<file path="src/sv/gda_pkg.sv">
// Shared types, constants and functions of the Gregorian date unit.
// No dependencies; imported by every module of the block.
package gda_pkg;

    // Operation codes
    localparam logic [1:0] FUNC_ADD = 2'd0;
    localparam logic [1:0] FUNC_SUB = 2'd1;

    localparam int YEAR_MAX_DEF = 9999;
    localparam int DIFF_LIMIT   = 4194303;

    // Serial day number width (signed, covers year 0 up to 16383)
    localparam int SW = 25;

    // Days in 400, 100, 4 and 1 year cycles
    localparam int CYC400 = 146097;
    localparam int CYC100 = 36524;
    localparam int CYC4   = 1461;
    localparam int CYC1   = 365;

    // Side data carried beside the date conversion stages
    typedef struct packed {
        logic        cmp;
        logic        oor;
        logic [22:0] diff;
        logic        gt;
        logic        eq;
    } side_t;

    // Days before the first of month m in a common year (m in 1..12)
    function automatic logic [8:0] cum_days(input logic [3:0] m);
        logic [8:0] c;
        case (m)
            4'd1:    c = 9'd0;
            4'd2:    c = 9'd31;
            4'd3:    c = 9'd59;
            4'd4:    c = 9'd90;
            4'd5:    c = 9'd120;
            4'd6:    c = 9'd151;
            4'd7:    c = 9'd181;
            4'd8:    c = 9'd212;
            4'd9:    c = 9'd243;
            4'd10:   c = 9'd273;
            4'd11:   c = 9'd304;
            4'd12:   c = 9'd334;
            default: c = 9'd0;
        endcase
        return c;
    endfunction

    // Serial number of December 31 of year y (elaboration only)
    function automatic int last_serial(input int y);
        int p;
        int lp;
        p  = y - 1;
        lp = ((y % 4 == 0) && (y % 100 != 0)) || (y % 400 == 0);
        return 365 * p + p / 4 - p / 100 + p / 400 + 364 + lp;
    endfunction

endpackage

</file>
<file path="src/sv/gda_serial.sv">
// Two-stage conversion of a year/month/day date to a signed serial day number.
// Depends on gda_pkg.
module gda_serial import gda_pkg::*; (
    input  logic                 aclk,
    input  logic                 en0,
    input  logic                 en1,
    input  logic [13:0]          year,
    input  logic [3:0]           month,
    input  logic [4:0]           day,
    output logic signed [SW-1:0] serial
);

    logic        y0_reg;
    logic        y4_reg;
    logic [13:0] p_reg;
    logic [26:0] tp_reg;
    logic [24:0] tq_reg;
    logic [26:0] ty_reg;
    logic [3:0]  mon_reg;
    logic [4:0]  day_reg;
    logic [SW-1:0] serial_reg;

    logic [13:0] p;
    logic [3:0]  mon_c;
    logic [7:0]  q100p;
    logic [7:0]  q100y;
    logic [5:0]  q400;
    logic        leap;
    logic [SW-1:0] base;
    logic [SW-1:0] serial_next;

    // Clamp month, form year-1 and the reciprocal products for /100 and /400
    always_comb begin
        p = year - 14'd1;
        if (month == 4'd0) begin
            mon_c = 4'd1;
        end else if (month > 4'd12) begin
            mon_c = 4'd12;
        end else begin
            mon_c = month;
        end
    end

    always_ff @(posedge aclk) begin
        if (en0) begin
            y0_reg  <= (year == 14'd0);
            y4_reg  <= (year[1:0] == 2'b00);
            p_reg   <= p;
            tp_reg  <= 27'(p) * 27'd5243;
            tq_reg  <= 25'(p[13:2]) * 25'd5243;
            ty_reg  <= 27'(year) * 27'd5243;
            mon_reg <= mon_c;
            day_reg <= day;
        end
    end

    // Days before the year, days before the month, then the day
    always_comb begin
        q100p = tp_reg[26:19];
        q100y = ty_reg[26:19];
        q400  = tq_reg[24:19];
        leap  = y4_reg && ((q100p == q100y) || (q100y[1:0] == 2'b00));
        if (y0_reg) begin
            base = -SW'(366);
        end else begin
            base = SW'(p_reg) * SW'(365) + SW'(p_reg[13:2]) - SW'(q100p) + SW'(q400);
        end
        serial_next = base + SW'(cum_days(mon_reg))
                    + SW'(leap && (mon_reg > 4'd2)) + SW'(day_reg) - SW'(1);
    end

    always_ff @(posedge aclk) begin
        if (en1) begin
            serial_reg <= serial_next;
        end
    end

    assign serial = $signed(serial_reg);

endmodule

</file>
<file path="src/sv/gda_date.sv">
// Eight-stage conversion of a serial day number back to year, month and day.
// Depends on gda_pkg.
module gda_date import gda_pkg::*; (
    input  logic        aclk,
    input  logic [7:0]  en,
    input  logic [22:0] n,
    output logic [13:0] year,
    output logic [3:0]  month,
    output logic [4:0]  day
);

    logic [22:0] n0_reg, n1_reg;
    logic [35:0] t0_reg;
    logic [5:0]  q400_1_reg, q400_2_reg, q400_3_reg, q400_4_reg, q400_5_reg, q400_6_reg;
    logic [23:0] pr1_reg;
    logic [17:0] r2_reg;
    logic [1:0]  q100_3_reg, q100_4_reg, q100_5_reg, q100_6_reg;
    logic [15:0] rc3_reg, rc4_reg, rc5_reg;
    logic [26:0] t4_reg;
    logic [15:0] pr5_reg;
    logic [4:0]  q4_5_reg, q4_6_reg;
    logic [1:0]  q1_6_reg;
    logic [8:0]  r4_6_reg;
    logic [13:0] year_reg;
    logic [3:0]  month_reg;
    logic [4:0]  day_reg;

    logic [5:0]  q400_c;
    logic [23:0] r_c;
    logic [17:0] r_fix;
    logic [5:0]  q400_fix;
    logic [1:0]  q100_c;
    logic [17:0] sub100;
    logic [4:0]  q4_c;
    logic [15:0] r3_c;
    logic [15:0] r3_fix;
    logic [4:0]  q4_fix;
    logic [1:0]  q1_c;
    logic [10:0] sub1;
    logic        leap;
    logic [3:0]  mon_c;
    logic [8:0]  cl;
    logic [8:0]  cl_sel;

    // Estimate the 400-year count by a reciprocal product
    always_ff @(posedge aclk) begin
        if (en[0]) begin
            n0_reg <= n;
            t0_reg <= 36'(n) * 36'd7349;
        end
    end

    // Multiply the estimate back
    assign q400_c = t0_reg[35:30];
    always_ff @(posedge aclk) begin
        if (en[1]) begin
            n1_reg     <= n0_reg;
            q400_1_reg <= q400_c;
            pr1_reg    <= 24'(q400_c) * 24'(CYC400);
        end
    end

    // Form the remainder and correct an estimate one low
    always_comb begin
        r_c = 24'(n1_reg) - pr1_reg;
        if (r_c >= 24'(CYC400)) begin
            r_fix    = 18'(r_c - 24'(CYC400));
            q400_fix = q400_1_reg + 6'd1;
        end else begin
            r_fix    = 18'(r_c);
            q400_fix = q400_1_reg;
        end
    end
    always_ff @(posedge aclk) begin
        if (en[2]) begin
            r2_reg     <= r_fix;
            q400_2_reg <= q400_fix;
        end
    end

    // Century count by threshold compare, capped at three
    always_comb begin
        if (r2_reg >= 18'(3 * CYC100)) begin
            q100_c = 2'd3;
            sub100 = 18'(3 * CYC100);
        end else if (r2_reg >= 18'(2 * CYC100)) begin
            q100_c = 2'd2;
            sub100 = 18'(2 * CYC100);
        end else if (r2_reg >= 18'(CYC100)) begin
            q100_c = 2'd1;
            sub100 = 18'(CYC100);
        end else begin
            q100_c = 2'd0;
            sub100 = 18'd0;
        end
    end
    always_ff @(posedge aclk) begin
        if (en[3]) begin
            q400_3_reg <= q400_2_reg;
            q100_3_reg <= q100_c;
            rc3_reg    <= 16'(r2_reg - sub100);
        end
    end

    // Estimate the 4-year count
    always_ff @(posedge aclk) begin
        if (en[4]) begin
            q400_4_reg <= q400_3_reg;
            q100_4_reg <= q100_3_reg;
            rc4_reg    <= rc3_reg;
            t4_reg     <= 27'(rc3_reg) * 27'd1435;
        end
    end

    assign q4_c = t4_reg[25:21];
    always_ff @(posedge aclk) begin
        if (en[5]) begin
            q400_5_reg <= q400_4_reg;
            q100_5_reg <= q100_4_reg;
            rc5_reg    <= rc4_reg;
            q4_5_reg   <= q4_c;
            pr5_reg    <= 16'(q4_c) * 16'(CYC4);
        end
    end

    // Correct the 4-year count, then take whole years capped at three
    always_comb begin
        r3_c = rc5_reg - pr5_reg;
        if (r3_c >= 16'(CYC4)) begin
            r3_fix = r3_c - 16'(CYC4);
            q4_fix = q4_5_reg + 5'd1;
        end else begin
            r3_fix = r3_c;
            q4_fix = q4_5_reg;
        end
        if (r3_fix >= 16'(3 * CYC1)) begin
            q1_c = 2'd3;
            sub1 = 11'(3 * CYC1);
        end else if (r3_fix >= 16'(2 * CYC1)) begin
            q1_c = 2'd2;
            sub1 = 11'(2 * CYC1);
        end else if (r3_fix >= 16'(CYC1)) begin
            q1_c = 2'd1;
            sub1 = 11'(CYC1);
        end else begin
            q1_c = 2'd0;
            sub1 = 11'd0;
        end
    end
    always_ff @(posedge aclk) begin
        if (en[6]) begin
            q400_6_reg <= q400_5_reg;
            q100_6_reg <= q100_5_reg;
            q4_6_reg   <= q4_fix;
            q1_6_reg   <= q1_c;
            r4_6_reg   <= 9'(r3_fix - 16'(sub1));
        end
    end

    // Assemble the year and search the month table
    always_comb begin
        leap   = (q1_6_reg == 2'd3) && ((q4_6_reg != 5'd24) || (q100_6_reg == 2'd3));
        mon_c  = 4'd1;
        cl_sel = 9'd0;
        for (int k = 2; k <= 12; k++) begin
            cl = cum_days(4'(k)) + 9'(leap && (k > 2));
            if (r4_6_reg >= cl) begin
                mon_c  = 4'(k);
                cl_sel = cl;
            end
        end
    end
    always_ff @(posedge aclk) begin
        if (en[7]) begin
            year_reg  <= 14'(16'(q400_6_reg) * 16'd400 + 16'(q100_6_reg) * 16'd100
                       + 16'(q4_6_reg) * 16'd4 + 16'(q1_6_reg) + 16'd1);
            month_reg <= mon_c;
            day_reg   <= 5'(r4_6_reg - cl_sel + 9'd1);
        end
    end

    assign year  = year_reg;
    assign month = month_reg;
    assign day   = day_reg;

endmodule

</file>
<file path="src/sv/gregorian_date_arithmetic.sv">
// Gregorian date unit: add/subtract a day offset or compare two dates.
// Accepts one item per cycle while the output is not stalled. The fully
// registered 11-stage pipeline collapses bubbles under output stall.
// aresetn (synchronous, active low) clears all stage valid bits.
// Depends on gda_pkg, gda_serial, gda_date.
module gregorian_date_arithmetic import gda_pkg::*; #(
    parameter int YEAR_MAX = YEAR_MAX_DEF
) (
    input  logic        aclk,
    input  logic        aresetn,
    input  logic        s_tvalid,
    output logic        s_tready,
    // func, a_year, a_month, a_day, b_year, b_month, b_day, offset (low bit up)
    input  logic [71:0] s_tdata,
    output logic        m_tvalid,
    input  logic        m_tready,
    // res_year, res_month, res_day, difference, a_greater, a_equal, out_of_range
    output logic [55:0] m_tdata
);

    localparam int NS = 11;
    localparam logic signed [SW-1:0] SERIAL_TOP = SW'(last_serial(YEAR_MAX));

    logic [NS-1:0] v_reg;
    logic [NS-1:0] v_next;
    logic [NS:0]   en;

    logic [1:0]  func0_reg, func1_reg;
    logic [22:0] off0_reg, off1_reg;
    logic        gt0_reg, gt1_reg, eq0_reg, eq1_reg;

    logic [1:0]  in_func;
    logic [13:0] in_ay, in_by;
    logic [3:0]  in_am, in_bm;
    logic [4:0]  in_ad, in_bd;

    logic signed [SW-1:0] sa;
    logic signed [SW-1:0] sb;
    logic signed [SW-1:0] offx;
    logic signed [SW-1:0] nsum;
    logic signed [SW-1:0] dfull;
    logic [22:0] dsat;
    logic        cmp1;

    logic [22:0] n2_reg;
    side_t       side_reg [2:NS-1];
    side_t       side2;

    logic [13:0] r_year;
    logic [3:0]  r_month;
    logic [4:0]  r_day;
    side_t       so;
    logic        res_kill;

    // Unpack the input item
    assign in_func = s_tdata[1:0];
    assign in_ay   = s_tdata[15:2];
    assign in_am   = s_tdata[19:16];
    assign in_ad   = s_tdata[24:20];
    assign in_by   = s_tdata[38:25];
    assign in_bm   = s_tdata[42:39];
    assign in_bd   = s_tdata[47:43];

    // Stage advance: a stage loads when empty or when its successor loads
    always_comb begin
        en[NS] = m_tready;
        for (int k = NS - 1; k >= 0; k--) begin
            en[k] = !v_reg[k] || en[k + 1];
        end
        for (int k = 0; k < NS; k++) begin
            if (en[k]) begin
                v_next[k] = (k == 0) ? s_tvalid : v_reg[(k == 0) ? 0 : k - 1];
            end else begin
                v_next[k] = v_reg[k];
            end
        end
    end

    always_ff @(posedge aclk) begin
        if (!aresetn) begin
            v_reg <= '0;
        end else begin
            v_reg <= v_next;
        end
    end

    assign s_tready = en[0];
    assign m_tvalid = v_reg[NS-1];

    // Operation, offset and lexicographic compare travel beside the serial units
    always_ff @(posedge aclk) begin
        if (en[0]) begin
            func0_reg <= in_func;
            off0_reg  <= s_tdata[70:48];
            eq0_reg   <= (in_ay == in_by) && (in_am == in_bm) && (in_ad == in_bd);
            if (in_ay != in_by) begin
                gt0_reg <= in_ay > in_by;
            end else if (in_am != in_bm) begin
                gt0_reg <= in_am > in_bm;
            end else begin
                gt0_reg <= in_ad > in_bd;
            end
        end
        if (en[1]) begin
            func1_reg <= func0_reg;
            off1_reg  <= off0_reg;
            gt1_reg   <= gt0_reg;
            eq1_reg   <= eq0_reg;
        end
    end

    gda_serial u_serial_a (
        .aclk   (aclk),
        .en0    (en[0]),
        .en1    (en[1]),
        .year   (in_ay),
        .month  (in_am),
        .day    (in_ad),
        .serial (sa)
    );

    gda_serial u_serial_b (
        .aclk   (aclk),
        .en0    (en[0]),
        .en1    (en[1]),
        .year   (in_by),
        .month  (in_bm),
        .day    (in_bd),
        .serial (sb)
    );

    // Apply the offset, check range, form the saturated difference
    always_comb begin
        cmp1 = func1_reg[1];
        offx = SW'($signed(off1_reg));
        if (func1_reg == FUNC_ADD) begin
            nsum = sa + offx;
        end else begin
            nsum = sa - offx;
        end
        dfull = sa - sb;
        if (dfull > SW'(DIFF_LIMIT)) begin
            dsat = 23'(DIFF_LIMIT);
        end else if (dfull < -SW'(DIFF_LIMIT)) begin
            dsat = 23'(-DIFF_LIMIT);
        end else begin
            dsat = dfull[22:0];
        end
        side2.cmp  = cmp1;
        side2.oor  = !cmp1 && (nsum[SW-1] || (nsum > SERIAL_TOP));
        side2.diff = cmp1 ? dsat : 23'd0;
        side2.gt   = cmp1 && gt1_reg;
        side2.eq   = cmp1 && eq1_reg;
    end

    // Hold side data in step with the date conversion stages
    always_ff @(posedge aclk) begin
        if (en[2]) begin
            n2_reg      <= nsum[22:0];
            side_reg[2] <= side2;
        end
        for (int k = 3; k < NS; k++) begin
            if (en[k]) begin
                side_reg[k] <= side_reg[k - 1];
            end
        end
    end

    gda_date u_date (
        .aclk  (aclk),
        .en    (en[NS-1:3]),
        .n     (n2_reg),
        .year  (r_year),
        .month (r_month),
        .day   (r_day)
    );

    // Drop the date fields for compare or out-of-range results
    always_comb begin
        so       = side_reg[NS-1];
        res_kill = so.cmp || so.oor;
        m_tdata  = {7'd0, so.oor, so.eq, so.gt, so.diff,
                    res_kill ? 5'd0 : r_day,
                    res_kill ? 4'd0 : r_month,
                    res_kill ? 14'd0 : r_year};
    end

`ifndef ASSERT_OFF
    a_oor_no_date: assert property (@(posedge aclk) disable iff (!aresetn)
        (m_tvalid && m_tdata[48]) |-> (m_tdata[22:0] == 23'd0))
        else $error("out-of-range result carries a date");
    a_gt_eq_excl: assert property (@(posedge aclk) disable iff (!aresetn)
        m_tvalid |-> !(m_tdata[46] && m_tdata[47]))
        else $error("greater and equal both set");
    a_full_when_stalled: assert property (@(posedge aclk) disable iff (!aresetn)
        !s_tready |-> m_tvalid)
        else $error("input stalled with no result waiting");
`endif

endmodule

</file>
<file path="config.mk">
export PLATFORM = sky130hd
export DESIGN_NAME = gregorian_date_arithmetic
export DESIGN_NICKNAME = d
export VERILOG_FILES = /design/src/sv/gda_pkg.sv /design/src/sv/gda_serial.sv /design/src/sv/gda_date.sv /design/src/sv/gregorian_date_arithmetic.sv
export SDC_FILE = /design/constraint.sdc
export NUM_CORES = 2
export LEC_CHECK = 0
export BUFFER_PORTS_ARGS = -buffer_cell sky130_fd_sc_hd__buf_2
export CAP_MARGIN = 15
export CORE_ASPECT_RATIO = 0.8
export CORE_MARGIN = 4
export CORE_UTILIZATION = 35
export CTS_BUF_LIST = sky130_fd_sc_hd__clkbuf_16
export DETAILED_ROUTE_END_ITERATION = 8
export MAX_ROUTING_LAYER = met4
export PLACE_DENSITY = 0.54
export SYNTH_ARGS = -nofsm -noshare
export SYNTH_HDL_FRONTEND = slang
export SYNTH_SLANG_ARGS = --single-unit
</file>
<file path="constraint.sdc">
create_clock -name aclk -period 24.7 [get_ports aclk]
set_clock_uncertainty 0.2 [all_clocks]
set_input_delay 2.47 -clock aclk [delete_from_list [all_inputs] [get_ports aclk]]
set_output_delay 2.47 -clock aclk [all_outputs]
set_load 0.005 [all_outputs]
</file>
# --- Yosys cells after proc, flatten, opt, wreduce, memory -nomap -nowiden ---
# Memory sizes are Yosys's and may differ from the RTL's.
# Cells that the tools add are included.
# W data, S select, Z words.
word_totals:
  register_bits: 648
  ram_bits: 243
  elab_cells: 287
  in_bits: 76
  romBits: 288
  n_memories: 3
op_classes:
  mux: 66
  n_reduce_logical: 52
  magnitude_cmp: 29
  eq_ne: 10
  addsub: 43
  multipliers: 14
mem_list:
  columns: ["memory", "words", "word_bits", "rd", "rd_ports_with_merged_regs", "wr", "line", "source"]
  rows:
  - ["side_reg", 9, 27, 9, 0, 9, "gregorian_date_arithmetic.sv:46", "side_t side_reg [2:NS-1];"]
  - ["(no name shown)", 16, 9, 1, 0, 0, "gda_pkg.sv:33", "case (m)"]
  - ["(no name shown)", 16, 9, 1, 0, 0, "gda_pkg.sv:33", null]
op_table:
  columns: ["operator", "n"]
  rows:
  - ["$mul A14 B13 Y27 const B", 4]
  - ["$mux W25", 3]
  - ["$mux W23", 3]
  - ["$mux W5", 13]
  - ["$mux W16", 4]
  - ["$ge A9 B9 Y1", 7]
  - ["$add A25 B1 Y25", 2]
  - ["$add A25 B5 Y25", 2]
  - ["$add A25 B6 Y25", 2]
  - ["$add A25 B9 Y25", 2]
  - ["$gt A25 B23 Y1 const B", 2]
  - ["$mul A12 B13 Y25 const B", 2]
  - ["$sub A25 B1 Y25 const B", 2]
  - ["$sub A25 B8 Y25", 2]
  - ["$add A23 B12 Y24", 2]
  - ["$mul A14 B9 Y23 const B", 2]
  - ["$add A8 B1 Y9 const A", 4]
  - ["$ge A18 B17 Y1 const B", 2]
  - ["$mul A23 B13 Y36 const B", 1]
  - ["$ge A16 B11 Y1 const B", 2]
  - ["$sub A16 B16 Y16", 2]
  - ["$logic_not A14 Y1", 2]
  - ["$sub A14 B1 Y14 const B", 2]
  - ["$add A9 B1 Y9 const A", 3]
  - ["57 further kinds", 142]

# --- Depth between registers and ports, before layout ---
logic_depth:
  word_depth: 17
  mapped_depth: 42
  depth_no_buf: 42

# --- By module ---
# A second synthesis with hierarchy kept.
hier_totals:
  hier_cells: 6731
  hier_area_um2: 73820.8
modules_own_cells:
  columns: ["mod", "area_per_inst_um2", "cells_each", "n_inst", "seq_area_each_um2"]
  rows:
  - ["gda_date", 24050.6, 2189, 1, 7357.1]
  - ["gda_serial at u_serial_b", 17664.4, 1751, 1, 2162.1]
  - ["gda_serial at u_serial_a", 17440.5, 1734, 1, 2162.1]
  - ["gregorian_date_arithmetic", 14665.3, 1057, 1, 9829.4]

# --- Worst setup path before layout ---
# OpenSTA, ideal clock, no wires.
synth_path:
  path_kind: "input to register"
  startpoint: "input port s_tdata[26]"
  endpoint: "register u_serial_b.tq_reg[24], data pin"
  required_time_ps: 24234
  path_slack_ps: 15580
  stages: 24
  path_buffers: 0
  t_arrival_ps: 8654
  setup_time_ps: 266
  cell_sequence: "inv_1 -> ha_1 -> a21boi_0 -> nand4_1 -> nor2_1 -> nand2_1 -> xnor2_1 -> inv_1 -> fa_1 -> inv_1 -> fa_1 -> inv_1 -> fa_1 -> fa_1 -> fa_1 -> ha_1 -> a211o_1 -> nor3_1 -> o21ai_0 -> and3_1 -> o31a_1 -> o21a_1 -> a21boi_0 -> xor2_1"
synth_via:
  elab_chain_cells: 2
synth_lines:
  columns: ["element", "line", "source"]
  rows:
  - ["start, declared", "gregorian_date_arithmetic.sv:14", "input logic [71:0] s_tdata,"]
  - ["$sub A14 B1 Y14", "gda_serial.sv:34", "p = year - 14'd1;"]
  - ["named net u_serial_b.p[13]", "gda_serial.sv:23", "logic [13:0] p;"]
  - ["$mul A12 B13 Y25", "gda_serial.sv:50", "tq_reg <= 25'(p[13:2]) * 25'd5243;"]
  - ["end signal, assigned", "gda_serial.sv:50", null]
  - ["end, declared", "gda_serial.sv:17", "logic [24:0] tq_reg;"]
# The timed path passes the listed nets, and every way through them passes these cells.
# A chain may end at the register's enable or synchronous reset.

# --- Worst setup path in the final report ---
layout_path:
  startpoint: "input port s_tdata[2]"
  endpoint: "register u_serial_a.tp_reg[26], data pin"
layout_via:
  elab_chain_cells: 2
layout_lines:
  columns: ["element", "line", "source"]
  rows:
  - ["$sub A14 B1 Y14", "gda_serial.sv:34", null]
  - ["named net u_serial_a.p[0]", "gda_serial.sv:23", null]
  - ["$mul A14 B13 Y27", "gda_serial.sv:49", "tp_reg <= 27'(p) * 27'd5243;"]
  - ["end signal, assigned", "gda_serial.sv:49", null]
  - ["end, declared", "gda_serial.sv:16", "logic [26:0] tp_reg;"]
# The timed path passes the listed nets, and every way through them passes these cells.

==> impl_table.tex <==
\begin{tabular}{lr}
\hline
Metric & Value \\
\hline
\multicolumn{2}{l}{\textbf{Critical path}} \\
\quad Crit path DAT & 9.93 ns \\
\quad Worst r2r src & u\_serial\_b.p\_reg[7]\$\_DFFE\_PP\_ \\
\quad Kind of end point of the critical path & register \\
\quad Data required time at the worst endpoint & 24.90 ns \\
\quad Critical-path maximum fanout & 9 \\
\quad Beginning of the critical path & s\_tdata[2] \\
\quad Critical path startpoint category & input port \\
\quad Class of the most critical setup path & in2reg \\
\multicolumn{2}{l}{\textbf{Clock tree}} \\
\quad Clk pin slew, worst setup/hold paths & 0.06 ns \\
\quad H-tree levels & 3 \\
\quad Inserted Clock Buffers & 79 \\
\quad CTS-repair resized insts & 0 \\
\quad Setup Buffers After CTS & 0 \\
\quad Clock insertion delay at the later pin of the skew report & 0.68 ns \\
\quad Longest Clk Path Bufs & 3 \\
\quad Clock sink total & 720 \\
\quad Master cell of the clock root buffer & sky130\_fd\_sc\_hd\_\_clkbuf\_16 \\
\quad TritonCTS clock tree & yes \\
\quad Number of buffers inserted by hold repair at cts & 0 \\
\multicolumn{2}{l}{\textbf{Logic synthesis}} \\
\quad Warnings from Yosys & 0 \\
\quad EDFF count, synth & 709 \\
\quad Top flip-flop cell by instance count after synthesis & sky130\_fd\_sc\_hd\_\_edfxtp\_1 \\
\quad Async S/R FF share, synth & 0\% \\
\quad XOR/XNOR share of the synthesized area & 4.84\% \\
\quad Multiplexer area fraction after synthesis & 0.233\% \\
\quad Mapped Avg Cell Area & 10.9 µm² \\
\quad Post-synthesis compound-gate area fraction & 9.30\% \\
\quad Post-synthesis sequential area ratio & 29.6\% \\
\quad Number of library cell types mapped by synthesis & 83 \\
\quad Synth Register Bits & 720 \\
\quad Number of instances in the synthesized netlist & 6628 \\
\quad Adder-cell share of the synthesized area & 41.3\% \\
\quad Synthesized area & 72600 µm² \\
\quad Post-synthesis simple-gate area fraction & 6.77\% \\
\quad Dominant combinational cell family by area after synthesis & adder cells \\
\multicolumn{2}{l}{\textbf{Layout}} \\
\quad Commonest cells after routing, fill and taps aside & sky130\_fd\_sc\_hd\_\_inv\_1, sky130\_fd\_sc\_hd\_\_ha\_1, sky130\_fd\_sc\_hd\_\_edfxtp\_1 \\
\quad Number of nets at the end of the flow & 8869 \\
\quad Synthesis-to-finish area growth & 9.11\% \\
\quad Fraction of final layout cells sized beyond drive strength 1 & 5.28\% \\
\quad Most frequent standard cell in the layout excluding fill and tap cells & sky130\_fd\_sc\_hd\_\_inv\_1 \\
\quad Final std cells w/o fill & 9588 \\
\quad Largest register FFs & 243 \\
\multicolumn{2}{l}{\textbf{Floorplanning}} \\
\quad Std-Cell Core Area & 206000 µm² \\
\quad Height of the die & 415 µm \\
\quad Width of the die & 517 µm \\
\quad Total Die Area & 215000 µm² \\
\quad Starting density of the core & 35.2\% \\
\quad Placement row count & 149 \\
\quad I/O pin cnt & 134 \\
\multicolumn{2}{l}{\textbf{Route}} \\
\quad Average vias per placed instance & 4.70 \\
\quad Wire length per cell & 15.4 µm \\
\quad Remaining routing DRC violations & 0 \\
\quad Initial DRT Pass Iterations & 6 \\
\quad Number of antenna-violating nets in the routed design & 0 \\
\quad Starting DRC count in detailed routing & 1812 \\
\quad Wirelength, routed & 147000 µm \\
\quad Overall via count from detail\_route & 45000 \\
\multicolumn{2}{l}{\textbf{Place}} \\
\quad Detailed-placement wirelength estimate & 124000 µm \\
\quad Final Wtd Congestion & 0.856 \\
\quad IO buf count & 125 \\
\quad Total instance count after detailed placement & 9436 \\
\multicolumn{2}{l}{\textbf{Global routing}} \\
\quad Via count of the first global-routing pass & 46900 \\
\quad Total global routing overflow & 0 \\
\quad All-Layer GR Usage & 14.6\% \\
\quad Wire length of the first global-routing pass & 248000 µm \\
\quad Antenna violations before repair & 10 \\
\quad Maximum number of pins on one net before global-route repair & 78 \\
\multicolumn{2}{l}{\textbf{Timing}} \\
\quad Final critical-path share of the clock period & 39.4\% \\
\quad Clock period minus worst slack & 9.73 ns \\
\quad Max Slew Vio Count & 0 \\
\quad Least-Margin Pin Slew & 1.02 ns \\
\quad Hold WS & 0.198 ns \\
\quad RSZ-0062 raised after global routing & no \\
\quad Final TNS setup & 0 ns \\
\quad Fmax & 103 MHz \\
\quad Final number of hold-violating endpoints & 0 \\
\quad Max\_slew headroom & 30.8\% \\
\quad Final-report setup violation count & 0 \\
\multicolumn{2}{l}{\textbf{Outcome}} \\
\quad Run status & completed \\
\multicolumn{2}{l}{\textbf{Hold path}} \\
\quad Class of the tightest hold or removal check & reg2reg \\
\quad Startpoint of the worst hold path & side\_reg[0][110]\$\_DFFE\_PP\_ \\
\multicolumn{2}{l}{\textbf{Flow run}} \\
\quad Maximum capacitance violations & 0 \\
\hline
\end{tabular}
==> kinds of logic after synthesis <==
family                   after synthesis
adder cells (fa/ha/maj)             1993
XOR/XNOR                             398
flip-flops                           720
AO/OA/AOI/OAI                       1028
AND/OR/NAND/NOR                      978
buffers and inverters               1494
multiplexers                          16
other                                  1
==> final timing paths <==
check                               endpoint  slack [ns]  cells past startpoint
max reg2reg  u_serial_b.serial[24]$_DFFE_PP_       15.30                     40
min               side_reg[0][137]$_DFFE_PP_        0.20                      0
max          u_serial_a.tp_reg[26]$_DFFE_PP_       14.97                     27
min reg2reg       side_reg[0][137]$_DFFE_PP_        0.20                      0
==> layout make-up <==
| type | instances | area, µm² |
|---|---|---|
| multi-input combinational | 4420 | 45400 |
| sequential | 720 | 21500 |
| inverter | 1415 | 5310 |
| clock buffer | 79 | 1980 |
| fill | 20200 | 127000 |
| clock inverter | 64 | 661 |
| tap | 2718 | 3400 |
| antenna | 8 | 20.0 |
| timing repair buffer | 164 | 931 |
==> synth_stat cells, drive strengths merged, types with 21 or more instances <==
cell	n	area share, %
xor2	118	1.4
nor3	60	0.41
nand4	31	0.27
nand2b	70	0.60
nor2b	77	0.66
o31ai	21	0.22
a21oi	269	1.9
o21bai	36	0.37
a21boi	30	0.31
a31oi	39	0.34
a21o	149	1.5
or3	33	0.28
o21ai	198	1.4
and2	53	0.46
fa	672	19
a211oi	43	0.44
ha	1321	23
nand2	209	1.1
xnor2	278	3.4
and3	39	0.34
inv	1415	7.3
o21a	66	0.68
clkbuf	42	0.22
edfxtp	709	29
buf	37	0.37
nand3	62	0.43
o211ai	21	0.22
nor2	254	1.3
or2	34	0.29
==> per-layer routing <==
layer / wire, µm / global-route usage, %
met5: 0 / -
met3: 4710 / 1.84
met4: 3150 / 3.10
met1: 72100 / 20.2
met2: 67500 / 23.0
==> per-stage QoR <==
stage | setup slack, ns | area, µm² | utilization [%]
after floorplan | 15.58 | 72600 | -
after global placement | 14.33 | 76500 | 37.1
after detailed placement | 14.21 | 76500 | 37.1
after CTS | 14.92 | 79100 | 38.4
after global routing | 14.48 | 79200 | 38.4
final | 14.97 | 79200 | 38.4
==> critical path, stage by stage <==
cell,delay [ns]
sky130_fd_sc_hd__buf_2,0.17
sky130_fd_sc_hd__inv_1,0.38
sky130_fd_sc_hd__ha_1,0.49
sky130_fd_sc_hd__nand2_1,0.20
sky130_fd_sc_hd__xnor2_1,0.17
sky130_fd_sc_hd__buf_4,0.21
sky130_fd_sc_hd__ha_1,0.46
sky130_fd_sc_hd__inv_1,0.10
sky130_fd_sc_hd__fa_1,0.51
sky130_fd_sc_hd__inv_1,0.04
sky130_fd_sc_hd__ha_1,0.28
sky130_fd_sc_hd__ha_1,0.27
sky130_fd_sc_hd__inv_1,0.05
sky130_fd_sc_hd__fa_1,0.53
sky130_fd_sc_hd__inv_1,0.04
sky130_fd_sc_hd__ha_1,0.28
sky130_fd_sc_hd__a31o_2,0.23
sky130_fd_sc_hd__a21o_1,0.17
sky130_fd_sc_hd__a211oi_1,0.22
sky130_fd_sc_hd__o21bai_1,0.13
sky130_fd_sc_hd__a2111o_1,0.42
sky130_fd_sc_hd__a31oi_1,0.29
sky130_fd_sc_hd__o21ai_0,0.19
sky130_fd_sc_hd__o41ai_1,0.67
sky130_fd_sc_hd__o21ai_0,0.36
sky130_fd_sc_hd__o41ai_1,0.44
sky130_fd_sc_hd__xnor2_1,0.11
Power is not shown: default switching activity piles up to over one toggle a cycle in this logic, so the estimate is an artifact.
